File: config.mk
export PLATFORM = sky130hd
export DESIGN_NAME = csrmv_outq
export DESIGN_NICKNAME = d
export VERILOG_FILES = /design/src/hdl/csrmv_pkg.sv /design/src/hdl/csrmv_outq.sv
export SDC_FILE = /design/constraint.sdc
export NUM_CORES = 1
export LEC_CHECK = 0
export BUFFER_PORTS_ARGS = -buffer_cell sky130_fd_sc_hd__buf_2
export CORE_ASPECT_RATIO = 1.75
export CORE_MARGIN = 1.5
export CORE_UTILIZATION = 51
export CTS_CLUSTER_DIAMETER = 50
export CTS_CLUSTER_SIZE = 28
export DETAILED_ROUTE_END_ITERATION = 12
export PLACE_DENSITY = 0.84
export REMOVE_ABC_BUFFERS = 1
export SLEW_MARGIN = 10
export SYNTH_ARGS = -nofsm -noshare
export SYNTH_HDL_FRONTEND = slang
export SYNTH_SLANG_ARGS = --single-unit
File: constraint.sdc
create_clock -name clk -period 2.9 [get_ports clk]
set_clock_uncertainty 0.1 [all_clocks]
set_input_delay 0.29 -clock clk [delete_from_list [all_inputs] [get_ports clk]]
set_output_delay 0.29 -clock clk [all_outputs]
set_load 0.01 [all_outputs]
File: src/hdl/csrmv_pkg.sv
// csrmv_pkg: shared constants, operation and status codes, and transfer types
// for the CSR sparse matrix-vector multiplier. No dependencies.

package csrmv_pkg;

  localparam int DEF_MAX_DIM = 1024;

  localparam int OP_W   = 2;
  localparam int POS_W  = 10;
  localparam int CNT_W  = 11;
  localparam int VAL_W  = 32;
  localparam int ACC_W  = 64;
  localparam int ST_W   = 2;
  localparam int CFG_AW = 4;
  localparam int CFG_DW = 32;

  localparam int POS_SPAN = 2 ** POS_W;
  localparam int CNT_MAX  = 2 ** CNT_W - 1;

  localparam int OQ_DEPTH = 4;
  localparam int OQ_AW    = $clog2(OQ_DEPTH);
  localparam int OQ_CW    = $clog2(OQ_DEPTH + 1);

  localparam logic [OP_W-1:0] OP_LOAD      = 2'd0;
  localparam logic [OP_W-1:0] OP_NONZERO   = 2'd1;
  localparam logic [OP_W-1:0] OP_EMPTY_ROW = 2'd2;
  localparam logic [OP_W-1:0] OP_READ      = 2'd3;

  localparam logic [ST_W-1:0] ST_OK    = 2'd0;
  localparam logic [ST_W-1:0] ST_INDEX = 2'd1;
  localparam logic [ST_W-1:0] ST_SAT   = 2'd2;

  localparam logic [1:0] REG_MODE = 2'd0;
  localparam logic [1:0] REG_ROWS = 2'd1;
  localparam logic [1:0] REG_COLS = 2'd2;

  localparam logic [CNT_W-1:0] ROWS_RESET = 11'd1024;
  localparam logic [CNT_W-1:0] COLS_RESET = 11'd1024;

  localparam logic [ACC_W-1:0] SAT_MAX = 64'h7FFF_FFFF_FFFF_FFFF;
  localparam logic [ACC_W-1:0] SAT_MIN = 64'h8000_0000_0000_0000;

  typedef struct packed {
    logic [OP_W-1:0]         operation;
    logic [POS_W-1:0]        position;
    logic [CNT_W-1:0]        column;
    logic signed [VAL_W-1:0] data_value;
    logic                    row_last;
  } in_item_t;

  typedef struct packed {
    logic [POS_W-1:0]        result_position;
    logic signed [ACC_W-1:0] result_value;
    logic [ST_W-1:0]         status;
  } out_item_t;

endpackage

File: src/hdl/csrmv_outq.sv
// csrmv_outq: small result queue between the arithmetic pipeline and the
// result channel. Depends on csrmv_pkg.

module csrmv_outq
  import csrmv_pkg::*;
(
  input  logic             clk,
  input  logic             rst_n,
  input  logic             push,
  input  out_item_t        push_item,
  output logic             out_valid,
  input  logic             out_ready,
  output out_item_t        out_item,
  output logic [OQ_CW-1:0] count
);

  out_item_t        q_r [OQ_DEPTH];
  logic [OQ_AW-1:0] wptr_r, rptr_r;
  logic [OQ_CW-1:0] count_r, count_nxt;
  logic             pop;

  assign out_valid = (count_r != '0);
  assign out_item  = q_r[rptr_r];
  assign count     = count_r;
  assign pop       = out_valid && out_ready;

  always_comb begin
    count_nxt = count_r;
    if (push && !pop) begin
      count_nxt = count_r + OQ_CW'(1);
    end else if (pop && !push) begin
      count_nxt = count_r - OQ_CW'(1);
    end
  end

  always_ff @(posedge clk) begin
    if (push) begin
      q_r[wptr_r] <= push_item;
    end
  end

  always_ff @(posedge clk) begin
    if (!rst_n) begin
      wptr_r  <= '0;
      rptr_r  <= '0;
      count_r <= '0;
    end else begin
      if (push) begin
        wptr_r <= (wptr_r == OQ_AW'(OQ_DEPTH - 1)) ? '0 : wptr_r + OQ_AW'(1);
      end
      if (pop) begin
        rptr_r <= (rptr_r == OQ_AW'(OQ_DEPTH - 1)) ? '0 : rptr_r + OQ_AW'(1);
      end
      count_r <= count_nxt;
    end
  end

endmodule

# Word-level counts from Yosys, hierarchy flattened
# Memory sizes are Yosys's and may differ from the RTL's. A register that Yosys moved wholly into a read port is not among the register bits.
# Index checks and enable logic that the tools add are counted.
dict set report totals {
  regBits 7
  ram_bits 304
  in_bits 80
  out_inout_bits 80
  word_cells 25
  mem_count 1
}
# name depth width read_ports rd_clocked_by_memory_dff write_ports line_no
set mem_list {}
lappend mem_list {q_r 4 76 1 1 1 csrmv_outq.sv:17} ;# out_item_t q_r [OQ_DEPTH];
dict set report classes {
  addsub 4
  n_eq_ne 2
  muxes 8
  reduce_logical 7
}
# op count
set ops {}
lappend ops {{2-bit 2-to-1 mux} 4}
lappend ops {{3-bit 2-to-1 mux} 2}
lappend ops {{2-bit by 1-bit adder with 2-bit output, second input constant} 2}
lappend ops {{2-bit equality test, second input constant} 2}
lappend ops {{3-bit by 1-bit adder with 3-bit output, second input constant} 1}
lappend ops {{1-bit logical AND} 3}
lappend ops {{3-bit nonzero test} 1}
lappend ops {{3-bit by 1-bit subtractor with 3-bit output, second input constant} 1}
lappend ops {{1-bit zero test} 2}
lappend ops {{1-bit 2-to-1 mux} 2}
lappend ops {{2-bit nonzero test} 1}

# Longest topological paths before layout
dict set report logic_depth {
  depth_word 5
  ltp_mapped 7
  mapped_depth_nobuf 7
}

# Worst setup path after synthesis
# Ideal clock, no wire load.
dict set report synth_timing {
  path_kind {register -> register}
  startpoint {register wptr_r[0]}
  endpoint {memory q_r[3][0] (netlist name) (enable)}
  setup_time_ps 442
  arrival_time_ps 2322
  required_time_ps 2358
  setup_slack_ps 36
  path_stages_with_launch 3
  n_path_buf 0
  period_less_slack_ps 2864
  path_cell_list {dfxtp_1 ha_1 and2_1}
}
# item line_no
set synth_rtl {}
lappend synth_rtl {{start, declared} csrmv_outq.sv:18} ;# logic [OQ_AW-1:0] wptr_r, rptr_r;
lappend synth_rtl {{start signal, assigned} csrmv_outq.sv:49} ;# wptr_r <= (wptr_r == OQ_AW'(OQ_DEPTH - 1)) ? '0 : wptr_r + OQ_AW'(1);
lappend synth_rtl {{end, declared} csrmv_outq.sv:17}
# Straight into the memory's write port.

# Worst setup path in the final report
dict set report layout_timing {
  startpoint {register count_r[1] (netlist: count[1])}
  endpoint {register count_r[2] (netlist: count[2])}
}
dict set report layout_via {
  elab_chain_cells 5
  elab_cells_between_ends 10
  cone_classes {add/sub (2); mux (2); reduce/logical (6)}
}
# item line_no
set layout_lines {}
lappend layout_lines {{start, declared} csrmv_outq.sv:19} ;# logic [OQ_CW-1:0] count_r, count_nxt;
lappend layout_lines {{start signal, assigned} csrmv_outq.sv:54} ;# count_r <= count_nxt;
lappend layout_lines {{parallel branches: the longest is 5 deep, another holds 3-bit by 1-bit subtractor with 3-bit output} n/a}
# Several ways; the timed one is not identified. The select of a mux whose other input is x is not followed.
# A chain may end at the register's enable or synchronous reset.

==> impl_metrics.ini <==
[job]
maxCapViolations = 0

[floorplan]
initial_core_util_pct = 51.9
fp.dieH_um = 201
die-area_sq_um = 23400
die_w_um = 116
core-area_sq_um = 22100
rows = 72
io_pins = 160

[clock_network]
cts_sinks = 313
ctsLongestPathBuffers = 3
cts.clk_slew.worst_paths_ns = 0.10
tritoncts = done
ctsResizeCount = 0
clock-root-buffer = clkbuf_16
numCtsBuffers = 17
htreeDepth = 1
clock_latency_ns = 0.49

[finish]
fillCellCount = 1467
stdcell_count = 993
multi_input_comb_area_sq_um = 1980
regArea_sq_um = 9320
final_cell_area_sq_um = 13900
syn_to_final_growth_pct = 21.6
drive_above_1_share_pct = 39.6
finalNetCount = 773

[sta]
fmax_ghz = 0.381
hold_violations = 0
fin_crit_ns = 2.62
max_slew.worst_pin.slew_ns = 0.627
rsz0062_at_grt = false
setup_viol = 0
finalCritPeriodShare_pct = 90.5
worst_slack_ns = 0.276
slew-limit-headroom_pct = 58.2
slew_violations = 0
finalHoldWorstSlack_ns = 0.0441

[grt]
busiest_layer = met2
grt-ovfl-total = 0
grt_pass1_wl_mm = 33.5
met3_usage_pct = 2.53
track_usage_pct = 19.3
grt_pass1_vias = 6049
grt_start_max_net_pins = 77
use_met2_pct = 35.8
use_met1_pct = 21.7
antenna_found_initial = 2

[pwr]
p_per_area_nw_per_um2 = 734
cellLeakagePower_nw = 4.68
ir_worst_vdd_mv = 0.509
clkPwrFrac_pct = 26.1
swShare_pct = 25.8
p_sw_mw = 2.64
seqPwrFrac_pct = 52.0
intPower_mw = 7.59
power_frac_comb_pct = 21.9

[worst_setup_path]
required_ns = 3.19
cp_max_fo = 5
startpoint_type = register
endpoint_kind = register
worstPathArrival_ns = 2.91
path_class = register to register

[synth]
netlist_instances = 442
synth.distinct_cells = 23
synth_top_area_cell = edfxtp_1
synth_area_leaders = edfxtp_1, mux4_2, dfxtp_1, buf_12, ha_1
ys_ff_latch = 313
syn_avg_cell_area_sq_um = 25.9
synth_edf_count = 304
synth_top_cell_area_share_pct = 79.6
yosysSeqAreaShare_pct = 81.2
synth_area_sq_um = 11500
ys.flop_type = edfxtp_1
yosys_warnings = 0
async_flop_share_pct = 0

[min_path]
min_path_type = primary input to register

[placement]
dp_cells = 887
postPlaceCellArea_sq_um = 12600
dp_hpwl_mm = 13.0
io_buffers = 159
place_worst_setup_slack_ns = 0.319
place.gp.congestion = 0.719

[detailed_routing]
ant_nets = 0
drt-vias-per-instance = 5.47
firstDrtPassIters = 5
drtIter0Drc = 383
drc = 0
wire_per_inst_um = 22.2
drt_wl_total_mm = 22.0
via_count = 5432

[outcome]
status = completed
[worst max-delay path: stages, from the launching register on]
cell and delay [ns]:
dfxtp_1 0.37, o31ai_1 0.54, ha_1 0.29, inv_1 0.07, fa_1 0.38, xor2_1 0.18, or3_1 0.31, a21boi_0 0.27
[cells in the final DEF, fill, tap and decap left out, types with 2 or more instances in the layout]
cell and count:
buf_2 159, dlygate4sd3_1 76, o21ai_0 3, nor2_1 2, ha_1 6, inv_6 2, nand2_1 2, and2_4 4
buf_12 6, or3_1 2, inv_1 3, dfxtp_1 7, clkinv_4 2, edfxtp_1 304, diode_2 2, nand3_1 2
mux4_2 76, mux2i_1 3, dfxtp_4 2, nor2b_1 3, clkbuf_16 17
[cell usage after synthesis (2+ instances only)]
cell type    n
edfxtp_1   304
mux4_2      76
dfxtp_1      9
ha_1         6
and2_1       5
buf_12       5
buf_2        5
buf_1        3
buf_4        3
inv_1        3
mux2i_1      3
nor2b_1      3
o21ai_0      3
nand2_1      2
nand3_1      2
nor2_1       2
or3_1        2
[registers in the layout, indices dropped and copies added (netlist names), named ones only]
name    cells
count       3
wptr_r      2
rptr_r      2
q_r       304
[logic make-up (layout without fill, tap and decap cells)]
logic type | after synthesis | in the layout | share of synthesized area, %
buf+inv | 20 | 273 | 1.58
flops | 313 | 313 | 81.2
compound gates | 5 | 5 | 0.262
fa+ha+maj | 7 | 7 | 0.830
other cells | 0 | 2 | 0
mux | 79 | 79 | 15.2
xor+xnor | 2 | 2 | 0.153
simple gates | 16 | 16 | 0.764
[area by class of cell]
| class | count | share of cell area [%] |
|---|---|---|
| well taps | 296 | 2.66 |
| inverters | 3 | 0.0808 |
| repair buffers | 242 | 12.1 |
| clock buffers | 19 | 3.18 |
| flip-flops and latches | 313 | 66.9 |
| diodes | 2 | 0.0359 |
| clock inverters | 9 | 0.889 |
| multi-input cells | 109 | 14.2 |
[path summary, 6_finish.rpt]
check | startpoint | to | slack [ns] | cells after the start
hold reg to reg | wptr_r[1] | wptr_r[1] | 0.47 | 2
hold / removal | rst_n | count[1] | 0.04 | 2
setup reg to reg | count[1] | count[2] | 0.28 | 7
setup / recovery | count[1] | count[2] | 0.28 | 7
[power groups by stage]
stage	Combinational [mW]	Sequential (mW)	Clock (mW)
final	2.24	5.32	2.67
after CTS	2.28	5.32	2.72
after floorplan	1.22	5.61	0
after global routing	2.41	5.34	2.85
after global placement	2.14	5.40	0
after detailed placement	2.19	5.43	0
[layer usage]
layer	wire length, um	vias up
li1	-	2372
met1	7910	2798
met2	12300	201
met3	951	61
met4	886	0
met5	0	-
[per-stage QoR]
step                power (mW)  util [%]  TNS (ns)
CTS                       10.3      63.1         0
floorplan                 6.84         -   -105.22
global route              10.6      63.1         0
finish                    10.2      63.1         0
detailed placement        7.61      57.1         0
global placement          7.54      57.1         0
[what timing repair did]
action,CTS,global route
hold buffers,76,0
endpoints found under the hold margin,304,0
setup buffers,0,0
(Power assumes the default switching activity.)
